[config.mk]
export PLATFORM = sky130hd
export DESIGN_NAME = cpu_alu_with_flags_flat
export DESIGN_NICKNAME = d
export VERILOG_FILES = /design/src/rtl/calu_pkg.sv /design/src/rtl/calu_ifs.sv /design/src/rtl/calu_core.sv /design/src/rtl/cpu_alu_with_flags.sv /design/src/flat_wrapper.sv
export SDC_FILE = /design/constraint.sdc
export NUM_CORES = 1
export LEC_CHECK = 0
export BUFFER_PORTS_ARGS = -buffer_cell sky130_fd_sc_hd__buf_2
export CORE_MARGIN = 8
export CORE_UTILIZATION = 60
export DETAILED_ROUTE_END_ITERATION = 8
export PLACE_DENSITY_LB_ADDON = 0.12
export SLEW_MARGIN = 20
export SYNTH_ARGS = -nofsm -noshare
export SYNTH_HDL_FRONTEND = slang
export SYNTH_SLANG_ARGS = --single-unit
[constraint.sdc]
create_clock -name clk -period 4.5 [get_ports clk]
set_clock_uncertainty 0.05 [all_clocks]
set_input_delay 0.9 -clock clk [delete_from_list [all_inputs] [get_ports clk]]
set_output_delay 0.9 -clock clk [all_outputs]
set_load 0.01 [all_outputs]
[src/rtl/calu_pkg.sv]
// Package with the command codes and flag type shared by the ALU files.
package calu_pkg;

	localparam int unsigned CmdW  = 5;
	localparam int unsigned WordW = 16;
	localparam int unsigned ByteW = 8;
	localparam int unsigned IdxW  = 3;

	localparam logic [CmdW-1:0] CMD_ADD      = 5'd0;
	localparam logic [CmdW-1:0] CMD_ADC      = 5'd1;
	localparam logic [CmdW-1:0] CMD_SUB      = 5'd2;
	localparam logic [CmdW-1:0] CMD_CP       = 5'd3;
	localparam logic [CmdW-1:0] CMD_AND      = 5'd4;
	localparam logic [CmdW-1:0] CMD_OR       = 5'd5;
	localparam logic [CmdW-1:0] CMD_XOR      = 5'd6;
	localparam logic [CmdW-1:0] CMD_INC      = 5'd7;
	localparam logic [CmdW-1:0] CMD_DEC      = 5'd8;
	localparam logic [CmdW-1:0] CMD_RL       = 5'd9;
	localparam logic [CmdW-1:0] CMD_RLA      = 5'd10;
	localparam logic [CmdW-1:0] CMD_RR       = 5'd11;
	localparam logic [CmdW-1:0] CMD_RRA      = 5'd12;
	localparam logic [CmdW-1:0] CMD_SRL      = 5'd13;
	localparam logic [CmdW-1:0] CMD_SWAP     = 5'd14;
	localparam logic [CmdW-1:0] CMD_BIT      = 5'd15;
	localparam logic [CmdW-1:0] CMD_CPL      = 5'd16;
	localparam logic [CmdW-1:0] CMD_ADD_WORD = 5'd17;

	typedef struct packed {
		logic z;
		logic n;
		logic h;
		logic c;
	} calu_flags_t;

	localparam calu_flags_t FLAGS_CLEAR = '{z: 1'b0, n: 1'b0, h: 1'b0, c: 1'b0};

endpackage

[src/rtl/calu_ifs.sv]
// Valid/ready channel interfaces for the ALU request and result streams.
interface calu_in_if import calu_pkg::*; ();
	logic               valid;
	logic               ready;
	logic [CmdW-1:0]    cmd;
	logic [WordW-1:0]   operand_a;
	logic [WordW-1:0]   operand_b;
	logic [IdxW-1:0]    bit_index;

	modport source (output valid, cmd, operand_a, operand_b, bit_index, input ready);
	modport sink (input valid, cmd, operand_a, operand_b, bit_index, output ready);
endinterface

interface calu_out_if import calu_pkg::*; ();
	logic               valid;
	logic               ready;
	logic [WordW-1:0]   result;
	logic               zero_flag;
	logic               subtract_flag;
	logic               half_carry_flag;
	logic               carry_flag;

	modport source (output valid, result, zero_flag, subtract_flag, half_carry_flag,
		carry_flag, input ready);
	modport sink (input valid, result, zero_flag, subtract_flag, half_carry_flag,
		carry_flag, output ready);
endinterface

[src/rtl/calu_core.sv]
// Combinational datapath: one operation on the operands and the current flags.
module calu_core import calu_pkg::*; (
	input  logic [CmdW-1:0]  cmd,
	input  logic [WordW-1:0] operand_a,
	input  logic [WordW-1:0] operand_b,
	input  logic [IdxW-1:0]  bit_index,
	input  calu_flags_t      flags_in,
	output logic [WordW-1:0] result,
	output calu_flags_t      flags_out
);

	logic [ByteW-1:0] a;
	logic [ByteW-1:0] b;
	logic             cin;
	logic [ByteW:0]   sum9;
	logic [4:0]       half_sum;
	logic [ByteW:0]   diff9;
	logic [WordW:0]   word_sum;
	logic [12:0]      word_half;
	logic [ByteW-1:0] r8;

	assign a = operand_a[ByteW-1:0];
	assign b = operand_b[ByteW-1:0];

	// Carry in only for ADC; ADD ignores the stored carry.
	assign cin       = (cmd == CMD_ADC) ? flags_in.c : 1'b0;
	assign sum9      = {1'b0, a} + {1'b0, b} + {8'd0, cin};
	assign half_sum  = {1'b0, a[3:0]} + {1'b0, b[3:0]} + {4'd0, cin};
	assign diff9     = {1'b0, a} - {1'b0, b};
	assign word_sum  = {1'b0, operand_a} + {1'b0, operand_b};
	assign word_half = {1'b0, operand_a[11:0]} + {1'b0, operand_b[11:0]};

	always_comb begin
		result    = operand_a;
		flags_out = flags_in;
		r8        = '0;
		case (cmd)
			CMD_ADD, CMD_ADC: begin
				r8        = sum9[ByteW-1:0];
				result    = {8'd0, r8};
				flags_out = '{z: (r8 == '0), n: 1'b0, h: half_sum[4], c: sum9[ByteW]};
			end
			CMD_SUB, CMD_CP: begin
				r8        = diff9[ByteW-1:0];
				result    = (cmd == CMD_SUB) ? {8'd0, r8} : operand_a;
				flags_out = '{z: (r8 == '0), n: 1'b1, h: (a[3:0] < b[3:0]), c: diff9[ByteW]};
			end
			CMD_AND: begin
				r8        = a & b;
				result    = {8'd0, r8};
				flags_out = '{z: (r8 == '0), n: 1'b0, h: 1'b1, c: 1'b0};
			end
			CMD_OR, CMD_XOR: begin
				r8        = (cmd == CMD_OR) ? (a | b) : (a ^ b);
				result    = {8'd0, r8};
				flags_out = '{z: (r8 == '0), n: 1'b0, h: 1'b0, c: 1'b0};
			end
			CMD_INC: begin
				r8        = a + 8'd1;
				result    = {8'd0, r8};
				flags_out = '{z: (r8 == '0), n: 1'b0, h: (r8[3:0] == 4'h0), c: flags_in.c};
			end
			CMD_DEC: begin
				r8        = a - 8'd1;
				result    = {8'd0, r8};
				flags_out = '{z: (r8 == '0), n: 1'b1, h: (r8[3:0] == 4'hF), c: flags_in.c};
			end
			CMD_RL, CMD_RLA: begin
				r8        = {a[6:0], flags_in.c};
				result    = {8'd0, r8};
				flags_out = '{z: (cmd == CMD_RL) && (r8 == '0), n: 1'b0, h: 1'b0, c: a[7]};
			end
			CMD_RR, CMD_RRA: begin
				r8        = {flags_in.c, a[7:1]};
				result    = {8'd0, r8};
				flags_out = '{z: (cmd == CMD_RR) && (r8 == '0), n: 1'b0, h: 1'b0, c: a[0]};
			end
			CMD_SRL: begin
				r8        = {1'b0, a[7:1]};
				result    = {8'd0, r8};
				flags_out = '{z: (r8 == '0), n: 1'b0, h: 1'b0, c: a[0]};
			end
			CMD_SWAP: begin
				r8        = {a[3:0], a[7:4]};
				result    = {8'd0, r8};
				flags_out = '{z: (r8 == '0), n: 1'b0, h: 1'b0, c: 1'b0};
			end
			CMD_BIT: begin
				flags_out = '{z: !a[bit_index], n: 1'b0, h: 1'b1, c: flags_in.c};
			end
			CMD_CPL: begin
				r8          = ~a;
				result      = {8'd0, r8};
				flags_out.n = 1'b1;
				flags_out.h = 1'b1;
			end
			CMD_ADD_WORD: begin
				result    = word_sum[WordW-1:0];
				flags_out = '{z: flags_in.z, n: 1'b0, h: word_half[12], c: word_sum[WordW]};
			end
			default: begin
				result    = operand_a;
				flags_out = flags_in;
			end
		endcase
	end

endmodule

[src/rtl/cpu_alu_with_flags.sv]
// Top level of the eight-bit ALU with its kept Z/N/H/C flag register.
// A request is held in the input register and then in the result register, which offers its result.
// One request per cycle while the result is not stalled; the flag register feeds the next request directly.
// A stalled result holds the output register while one more request waits in the input register.
// Reset (arst_n low, asynchronous) empties both registers and clears all four flags.
module cpu_alu_with_flags import calu_pkg::*; (
	input logic        clk,
	input logic        arst_n,
	calu_in_if.sink    din,
	calu_out_if.source dout
);

	// Input register: the request being worked on this cycle.
	logic             valid_s1;
	logic [CmdW-1:0]  cmd_s1;
	logic [WordW-1:0] opa_s1;
	logic [WordW-1:0] opb_s1;
	logic [IdxW-1:0]  idx_s1;

	// Result register. The flag register doubles as the flag part of the result,
	// since it is loaded at the same edge as the result value.
	logic             valid_s2;
	logic [WordW-1:0] res_s2;
	calu_flags_t      flags_q;

	logic [WordW-1:0] core_result;
	calu_flags_t      core_flags;
	logic             advance;

	// The input register moves on when the result register is empty or being drained.
	assign advance   = !valid_s2 || dout.ready;
	assign din.ready = !valid_s1 || advance;

	always_ff @(posedge clk or negedge arst_n) begin
		if (!arst_n) begin
			valid_s1 <= 1'b0;
		end else if (din.ready) begin
			valid_s1 <= din.valid;
		end
	end

	// Payload needs no reset; it is only looked at when valid_s1 is set.
	always_ff @(posedge clk) begin
		if (din.ready && din.valid) begin
			cmd_s1 <= din.cmd;
			opa_s1 <= din.operand_a;
			opb_s1 <= din.operand_b;
			idx_s1 <= din.bit_index;
		end
	end

	calu_core u_core (
		.cmd       (cmd_s1),
		.operand_a (opa_s1),
		.operand_b (opb_s1),
		.bit_index (idx_s1),
		.flags_in  (flags_q),
		.result    (core_result),
		.flags_out (core_flags)
	);

	// Flags commit exactly when a request leaves the input register, so the next
	// request in line always sees the flags left by its predecessor.
	always_ff @(posedge clk or negedge arst_n) begin
		if (!arst_n) begin
			valid_s2 <= 1'b0;
			flags_q  <= FLAGS_CLEAR;
		end else if (advance) begin
			valid_s2 <= valid_s1;
			if (valid_s1) begin
				flags_q <= core_flags;
			end
		end
	end

	always_ff @(posedge clk) begin
		if (advance && valid_s1) begin
			res_s2 <= core_result;
		end
	end

	assign dout.valid           = valid_s2;
	assign dout.result          = res_s2;
	assign dout.zero_flag       = flags_q.z;
	assign dout.subtract_flag   = flags_q.n;
	assign dout.half_carry_flag = flags_q.h;
	assign dout.carry_flag      = flags_q.c;

	// A stalled result must keep its flags.
	assert property (@(posedge clk) disable iff (!arst_n)
		valid_s2 && !dout.ready |=> $stable(flags_q))
		else $error("flags changed while the result was stalled");

	// A request held behind a stalled result is neither lost nor altered.
	assert property (@(posedge clk) disable iff (!arst_n)
		valid_s1 && valid_s2 && !dout.ready |=> valid_s1 && $stable(opa_s1) && $stable(cmd_s1))
		else $error("waiting request lost or altered during a stall");

	// An accepted request is in the input register at the next cycle.
	assert property (@(posedge clk) disable iff (!arst_n)
		din.valid && din.ready |=> valid_s1)
		else $error("accepted request did not reach the input register");

	// A worked request always lands in the result register.
	assert property (@(posedge clk) disable iff (!arst_n)
		valid_s1 && advance |=> valid_s2)
		else $error("worked request did not reach the result register");

endmodule

[src/flat_wrapper.sv]
// flat-port wrapper written by rule: the top's interface ports become plain ports
module cpu_alu_with_flags_flat import calu_pkg::*;
  (clk, arst_n, din_valid, din_cmd, din_operand_a, din_operand_b, din_bit_index, din_ready, dout_valid, dout_result, dout_zero_flag, dout_subtract_flag, dout_half_carry_flag, dout_carry_flag, dout_ready);
  calu_in_if din_i ();
  calu_out_if dout_i ();
  input logic clk;
  input logic arst_n;
  input wire logic [$bits(din_i.valid)-1:0] din_valid;
  input wire logic [$bits(din_i.cmd)-1:0] din_cmd;
  input wire logic [$bits(din_i.operand_a)-1:0] din_operand_a;
  input wire logic [$bits(din_i.operand_b)-1:0] din_operand_b;
  input wire logic [$bits(din_i.bit_index)-1:0] din_bit_index;
  output wire logic [$bits(din_i.ready)-1:0] din_ready;
  output wire logic [$bits(dout_i.valid)-1:0] dout_valid;
  output wire logic [$bits(dout_i.result)-1:0] dout_result;
  output wire logic [$bits(dout_i.zero_flag)-1:0] dout_zero_flag;
  output wire logic [$bits(dout_i.subtract_flag)-1:0] dout_subtract_flag;
  output wire logic [$bits(dout_i.half_carry_flag)-1:0] dout_half_carry_flag;
  output wire logic [$bits(dout_i.carry_flag)-1:0] dout_carry_flag;
  input wire logic [$bits(dout_i.ready)-1:0] dout_ready;
  assign din_i.valid = din_valid;
  assign din_i.cmd = din_cmd;
  assign din_i.operand_a = din_operand_a;
  assign din_i.operand_b = din_operand_b;
  assign din_i.bit_index = din_bit_index;
  assign din_ready = din_i.ready;
  assign dout_valid = dout_i.valid;
  assign dout_result = dout_i.result;
  assign dout_zero_flag = dout_i.zero_flag;
  assign dout_subtract_flag = dout_i.subtract_flag;
  assign dout_half_carry_flag = dout_i.half_carry_flag;
  assign dout_carry_flag = dout_i.carry_flag;
  assign dout_i.ready = dout_ready;
  cpu_alu_with_flags u_core (.clk(clk), .arst_n(arst_n), .din(din_i), .dout(dout_i));
endmodule
Yosys cells after proc, flatten, opt, wreduce, memory -nomap -nowiden
Cells that the tools add are included.
{"block": "classes", "add_sub_neg": 9, "multipliers": 0, "div": 0, "magnitude_cmp": 2, "n_eq_ne": 18, "shifts": 0, "n_mux": 9, "n_bitwise": 4, "n_reduce_logical": 36}
{"op": "case mux 16 bit (12 select lines)", "count": 1}
{"op": "logical NOT 8 bit", "count": 9}
{"op": "equality test 5 x 4 -> 1 bit (second input constant)", "count": 8}
{"op": "equality test 5 x 3 -> 1 bit (second input constant)", "count": 4}
{"op": "adder 16 x 16 -> 17 bit", "count": 1}
{"op": "two-way mux 16 bit", "count": 1}
{"op": "case mux 2 bit (8 select lines)", "count": 1}
{"op": "adder 12 x 12 -> 13 bit", "count": 1}
{"op": "OR reduction 2 bit", "count": 6}
{"op": "case mux 1 bit (11 select lines)", "count": 1}
{"op": "nonzero test 11 bit", "count": 1}
{"op": "equality test 5 x 2 -> 1 bit (second input constant)", "count": 2}
{"op": "equality test 5 bit (second input constant)", "count": 2}
{"op": "adder 8 x 8 -> 9 bit", "count": 1}
{"op": "adder 9 x 1 -> 9 bit", "count": 1}
{"op": "AND reduction 3 bit", "count": 3}
{"op": "subtractor 8 x 8 -> 9 bit", "count": 1}
{"op": "adder 8 x 1 -> 8 bit (second input constant)", "count": 1}
{"op": "AND 8 bit", "count": 1}
{"op": "two-way mux 8 bit", "count": 1}
{"op": "inverter 8 bit", "count": 1}
{"op": "bitwise OR 8 bit", "count": 1}
{"op": "nonzero test 8 bit", "count": 1}
{"op": "OR reduction 8 bit", "count": 1}
{"op": "other kinds (20)", "count": 27}
{"block": "word_totals", "register_bits": 62, "latchBits": 0, "mem_bits_rw": 0, "mem_bits_ro": 0, "in_bits": 44, "output_inout_bits": 22, "word_cells": 89, "mem_count": 0}

Longest topological paths before layout
{"block": "logic_depth", "ltp_word": 5, "mapped_depth": 13, "depth_no_buf": 11}

By module
A second synthesis with hierarchy kept.
{"block": "unflattened", "cells_unflattened": 601, "area_unflattened_um2": 5614.1}
{"mod": "calu_core", "instances": 1, "cells_each": 528, "area_per_inst_um2": 3666.0, "seq_area_each_um2": 0.0}
{"mod": "cpu_alu_with_flags", "instances": 1, "cells_each": 73, "area_per_inst_um2": 1948.1, "seq_area_each_um2": 1831.8}

Least setup slack after synthesis
No wires, ideal clock.
{"block": "synth_path", "kind": "register to register", "startpoint": "register u_core.cmd_s1[4]", "endpoint": "register u_core.res_s2[6], in the netlist u_core.dout.result[6] (data pin)", "setup_time_ps": 272, "arrival_ps": 3264, "path_slack_ps": 915, "path_stages_with_launch": 14, "period_less_slack_ps": 3585, "path_cell_list": "edfxtp_1 buf_2 buf_2 buf_1 nor2_1 nand3_1 fa_1 fa_1 nand2b_1 a211oi_2 nor4_1 a311oi_2 nor2_1 or4_1"}
{"block": "synth_between", "elab_chain_len": 4}
{"element": "start, declared", "line_no": "cpu_alu_with_flags.sv:15", "source": "logic [CmdW-1:0] cmd_s1;"}
{"element": "start signal, assigned", "line_no": "cpu_alu_with_flags.sv:45", "source": "cmd_s1 <= din.cmd;"}
{"element": "equality test 5 x 1 -> 1 bit", "line_no": "calu_core.sv:26, calu_core.sv:37"}
{"element": "two-way mux 1 bit", "line_no": "calu_core.sv:26", "source": "assign cin = (cmd == CMD_ADC) ? flags_in.c : 1'b0;"}
{"element": "adder 9 x 1 -> 9 bit", "line_no": "calu_core.sv:27", "source": "assign sum9 = {1'b0, a} + {1'b0, b} + {8'd0, cin};"}
{"element": "case mux 16 bit (12 select lines) *", "line_no": "calu_core.sv:37", "source": "case (cmd)"}
{"element": "net u_core.core_result[6]", "line_no": "cpu_alu_with_flags.sv:26", "source": "logic [WordW-1:0] core_result;"}
{"element": "end signal, assigned", "line_no": "cpu_alu_with_flags.sv:78", "source": "res_s2 <= core_result;"}
{"element": "end, declared", "line_no": "cpu_alu_with_flags.sv:23", "source": "logic [WordW-1:0] res_s2;"}
The timed path passes the listed nets; every way through them passes the cells marked *.
A chain may end at the register's enable or synchronous reset.

Final worst setup path
{"block": "layout_path", "startpoint": "register u_core.cmd_s1[2]", "endpoint": "register u_core.res_s2[6], in the netlist u_core.dout.result[6] (data pin)"}
Same word-level chain as after synthesis.

==> impl_metrics.xml <==
<?xml version="1.0" encoding="UTF-8"?>
<metrics>
  <group name="outcome">
    <metric name="run_status" unit="">finished, final reports clean</metric>
  </group>
  <group name="clocking">
    <metric name="clock_tree_from_tritoncts" unit="">yes</metric>
    <metric name="cts-hold-fix-buffers" unit="">0</metric>
    <metric name="clock-sinks" unit="">62</metric>
    <metric name="cts_buffers" unit="">9</metric>
    <metric name="clock_tree.htree_level_count" unit="">3</metric>
    <metric name="clk_path_buf_depth" unit="">2</metric>
    <metric name="clk_latency" unit="ps">360</metric>
    <metric name="cts_post_setup_buffers_inserted" unit="">0</metric>
    <metric name="resize_count_post_cts" unit="">0</metric>
    <metric name="clk_transition_reported_paths" unit="ps">80</metric>
    <metric name="root_buffer" unit="">sky130_fd_sc_hd__clkbuf_8</metric>
  </group>
  <group name="synthesis">
    <metric name="ys_dominant_reg_cell" unit="">sky130_fd_sc_hd__edfxtp_1</metric>
    <metric name="synth_cells" unit="">583</metric>
    <metric name="synth_common_cells" unit="">sky130_fd_sc_hd__edfxtp_1 (56), sky130_fd_sc_hd__nand2_1 (46), sky130_fd_sc_hd__nor2_1 (45)</metric>
    <metric name="synth.cell_area" unit="µm²">5353</metric>
    <metric name="synthesis.nets" unit="">668</metric>
    <metric name="yosys.cell_types.count" unit="">78</metric>
    <metric name="synth-warning-count" unit="">0</metric>
    <metric name="yosys.area.top_type" unit="">sky130_fd_sc_hd__edfxtp_1</metric>
    <metric name="ys_seq_elements" unit="">62</metric>
    <metric name="most_frequent_cell_after_synthesis" unit="">sky130_fd_sc_hd__edfxtp_1</metric>
    <metric name="post_synth.cell_area_avg" unit="µm²">9.181</metric>
    <metric name="synth-async-reset-ratio" unit="%">9.677</metric>
    <metric name="ys_top_cells_by_area" unit="">sky130_fd_sc_hd__edfxtp_1 (31%), sky130_fd_sc_hd__ha_1 (8.6%), sky130_fd_sc_hd__nand2_1 (3.2%), sky130_fd_sc_hd__nor2_1 (3.2%), sky130_fd_sc_hd__a21oi_1 (2.8%)</metric>
    <metric name="synth.top_cell.area_share" unit="%">31.42</metric>
    <metric name="number_of_synthesized_flops_with_an_enable_pin" unit="">56</metric>
    <metric name="seq_area_frac_synth" unit="%">34.22</metric>
  </group>
  <group name="grt">
    <metric name="gr-usage-met3" unit="%">7.630</metric>
    <metric name="grt.total_usage" unit="%">28.94</metric>
    <metric name="use_met2" unit="%">43.96</metric>
    <metric name="globalRoute.totalOverflow" unit="">0</metric>
    <metric name="grt_max_degree" unit="">41</metric>
    <metric name="first_pass_grt_wire_length" unit="mm">28.75</metric>
    <metric name="antenna_found_initial" unit="">0</metric>
    <metric name="use_met1" unit="%">38.52</metric>
    <metric name="first_global_vias" unit="">5097</metric>
    <metric name="gr-max-usage-layer" unit="">met2</metric>
  </group>
  <group name="drt">
    <metric name="drt_drc_violations_left" unit="">0</metric>
    <metric name="ratio_of_routed_vias_to_standard_cells" unit="">7.091</metric>
    <metric name="ant_nets" unit="">0</metric>
    <metric name="drt-pass1-iter-count" unit="">6</metric>
    <metric name="wire_per_inst" unit="µm">24.42</metric>
    <metric name="routed-via-count" unit="">5290</metric>
    <metric name="detail_route.wirelength" unit="mm">18.22</metric>
    <metric name="first_iter_violations" unit="">965</metric>
  </group>
  <group name="worst_setup_path">
    <metric name="worstSetupStartpoint" unit="">u_core.cmd_s1[2]</metric>
    <metric name="critical_path_max_stage_delay" unit="ps">650</metric>
    <metric name="worstSetupPathType" unit="">register to register</metric>
    <metric name="path_cells" unit="">or2_1, nor2_1, nand3_1, fa_1, fa_1, nand2b_1, a211oi_2, nor4_1, a311oi_2, nor2_1, or4_1</metric>
    <metric name="critical_path.endpoint_type" unit="">register</metric>
    <metric name="critical_path_required" unit="ps">4550</metric>
    <metric name="worst-path-max-fanout" unit="">20</metric>
    <metric name="crit_arrival" unit="ps">4030</metric>
    <metric name="critical_path.top_delay_family" unit="">simple AND/OR/NAND/NOR gates</metric>
    <metric name="rr_startpoint" unit="">u_core.cmd_s1[2]</metric>
    <metric name="setup.worst_path.start_class" unit="">register</metric>
    <metric name="critical_path_buf_inv_count" unit="">0</metric>
    <metric name="ff2ff_setup_slack" unit="ps">520</metric>
    <metric name="critical_path.slowest_cell" unit="">sky130_fd_sc_hd__edfxtp_1</metric>
  </group>
  <group name="sta">
    <metric name="final.min_clock_period" unit="ps">3981</metric>
    <metric name="worst_slew_margin_rel" unit="%">33.78</metric>
    <metric name="period_share" unit="%">88.46</metric>
    <metric name="final.hold.worst_slack" unit="ps">303.7</metric>
    <metric name="finalSetupTns" unit="ps">0</metric>
    <metric name="worst_pin_slew" unit="ps">993.2</metric>
    <metric name="timing_hold_violations_final" unit="">0</metric>
    <metric name="report.final.slew_viol_count" unit="">0</metric>
    <metric name="finalSetupViolations" unit="">0</metric>
    <metric name="rsz_0062_raised_after_global_routing" unit="">false</metric>
    <metric name="post-route-worst-setup-slack" unit="ps">519.3</metric>
    <metric name="clock.fmax" unit="GHz">0.2512</metric>
  </group>
  <group name="place">
    <metric name="detailedPlacementHpwl" unit="mm">13.43</metric>
    <metric name="io_buffers" unit="">65</metric>
    <metric name="placed_cells" unit="">730</metric>
    <metric name="gp_congestion" unit="">1.029</metric>
    <metric name="dp_slack" unit="ps">626.4</metric>
  </group>
  <group name="cells_and_area">
    <metric name="layout-area-overhead-vs-synth" unit="%">10.82</metric>
    <metric name="final_net_count" unit="">718</metric>
    <metric name="fin_cells" unit="">746</metric>
    <metric name="final_layout_size_suffix_gt1_share" unit="%">17.55</metric>
    <metric name="num_antenna_cells" unit="">0</metric>
    <metric name="layout.filler_cells" unit="">720</metric>
  </group>
  <group name="power_and_ir_drop">
    <metric name="share_clk_of_total_power" unit="%">31.5</metric>
    <metric name="switching_share" unit="%">35.65</metric>
    <metric name="power_frac_seq" unit="%">39.0</metric>
    <metric name="power_switching" unit="mW">0.6707</metric>
    <metric name="p_per_area" unit="nW/µm²">317.1</metric>
    <metric name="finalPower" unit="mW">1.881</metric>
    <metric name="vdd_ir_drop_max" unit="V">0.0002593</metric>
    <metric name="comb_power_share" unit="%">29.5</metric>
    <metric name="total_leakage_power" unit="nW">2.314</metric>
    <metric name="intPower" unit="mW">1.210</metric>
  </group>
  <group name="floorplanning">
    <metric name="die_w" unit="µm">110.5</metric>
    <metric name="ioPinCount" unit="">66</metric>
    <metric name="die_area" unit="µm²">12200</metric>
    <metric name="initial_utilization" unit="%">61.68</metric>
    <metric name="die_h" unit="µm">110.5</metric>
    <metric name="core_area" unit="µm²">8678</metric>
    <metric name="num_rows" unit="">34</metric>
  </group>
  <group name="hold_path">
    <metric name="hold_class" unit="">primary input to async pin</metric>
  </group>
  <group name="run">
    <metric name="max_cap_violations" unit="">0</metric>
  </group>
</metrics>
## worst reg2reg max path, cell delays in order, from the launching register on
cell and delay (ps):
sky130_fd_sc_hd__edfxtp_1 650, sky130_fd_sc_hd__or2_1 360, sky130_fd_sc_hd__nor2_1 160, sky130_fd_sc_hd__nand3_1 120
sky130_fd_sc_hd__fa_1 430, sky130_fd_sc_hd__fa_1 460, sky130_fd_sc_hd__nand2b_1 210, sky130_fd_sc_hd__a211oi_2 280
sky130_fd_sc_hd__nor4_1 90, sky130_fd_sc_hd__a311oi_2 310, sky130_fd_sc_hd__nor2_1 80, sky130_fd_sc_hd__or4_1 510
## final timing paths
kind	to	cells past startpoint
worst max-delay path	u_core.dout.result[6]	11
worst min-delay path	u_core.dout.valid	1
worst max register to register	u_core.dout.result[6]	11
worst min register to register	u_core.dout.valid	1
max in group asynchronous	u_core.dout.half_carry_flag	1
min in group clk	u_core.dout.valid	1
## layout by cell type, fill, tap and decap left out, drive strengths merged, types with 7 or more instances in the layout
cell / count
a211oi: 10
a21o: 8
a21oi: 31
a221oi: 9
and3: 7
buf: 76
clkbuf: 9
edfxtp: 56
ha: 37
inv: 28
nand2: 46
nand2b: 17
nand3: 17
nand4: 15
nor2: 45
nor2b: 9
nor3: 14
nor3b: 7
nor4: 9
o21ai: 29
o22ai: 11
or2: 7
xnor2: 16
xor2: 7
## power groups by stage
stage               clock network [mW]  logic, mW  registers [mW]
finish                           0.593      0.555           0.733
global route                     0.612      0.592           0.737
CTS                              0.592      0.537           0.731
detailed placement                   0      0.534           0.743
global placement                     0      0.519           0.740
floorplan                            0      0.363           0.738
## state kept, by name, summed over array words and instances, names as in the netlist
register,flops
u_core.cmd_s1,5
u_core.dout.carry_flag,1
u_core.dout.half_carry_flag,1
u_core.dout.result,16
u_core.dout.subtract_flag,1
u_core.dout.valid,1
u_core.dout.zero_flag,1
u_core.idx_s1,3
u_core.opa_s1,16
u_core.opb_s1,16
u_core.valid_s1,1
## cell families (layout without fill, tap and decap cells)
logic type	count (synthesis)	after routing	synth area share (%)
simple gates	214	214	21.18
compound gates	174	174	23.63
buf+inv	63	118	5.446
mux	6	6	1.613
flops	62	62	34.22
fa+ha+maj	41	41	10.14
xor+xnor	23	23	3.763
## routing by layer
layer / vias to the layer above / share of wire, %
met4: 0 / 4.1
met3: 88 / 12
met1: 2450 / 40
met5: - / 0
met2: 427 / 44
li1: 2325 / -
## stage by stage
step           utilization [%]  cell area (µm²)
4_1_cts                  68.35             5932
6_report                 68.35             5932
5_1_grt                  68.35             5932
3_5_place_dp             65.72             5703
3_3_place_gp             65.72             5703
2_1_floorplan                -             5353
## layout make-up
| cell class | instances | area, µm² | area share (%) |
|---|---|---|---|
| flip-flops and latches | 62 | 1832 | 30.88 |
| well taps | 108 | 135.1 | 2.278 |
| multi-input cells | 458 | 3231 | 54.46 |
| inverters | 26 | 97.59 | 1.645 |
| repair buffers | 76 | 407.9 | 6.876 |
| clock inverters | 7 | 105.1 | 1.772 |
| clock buffers | 9 | 123.9 | 2.088 |
Power figures use the tool's default switching activity.
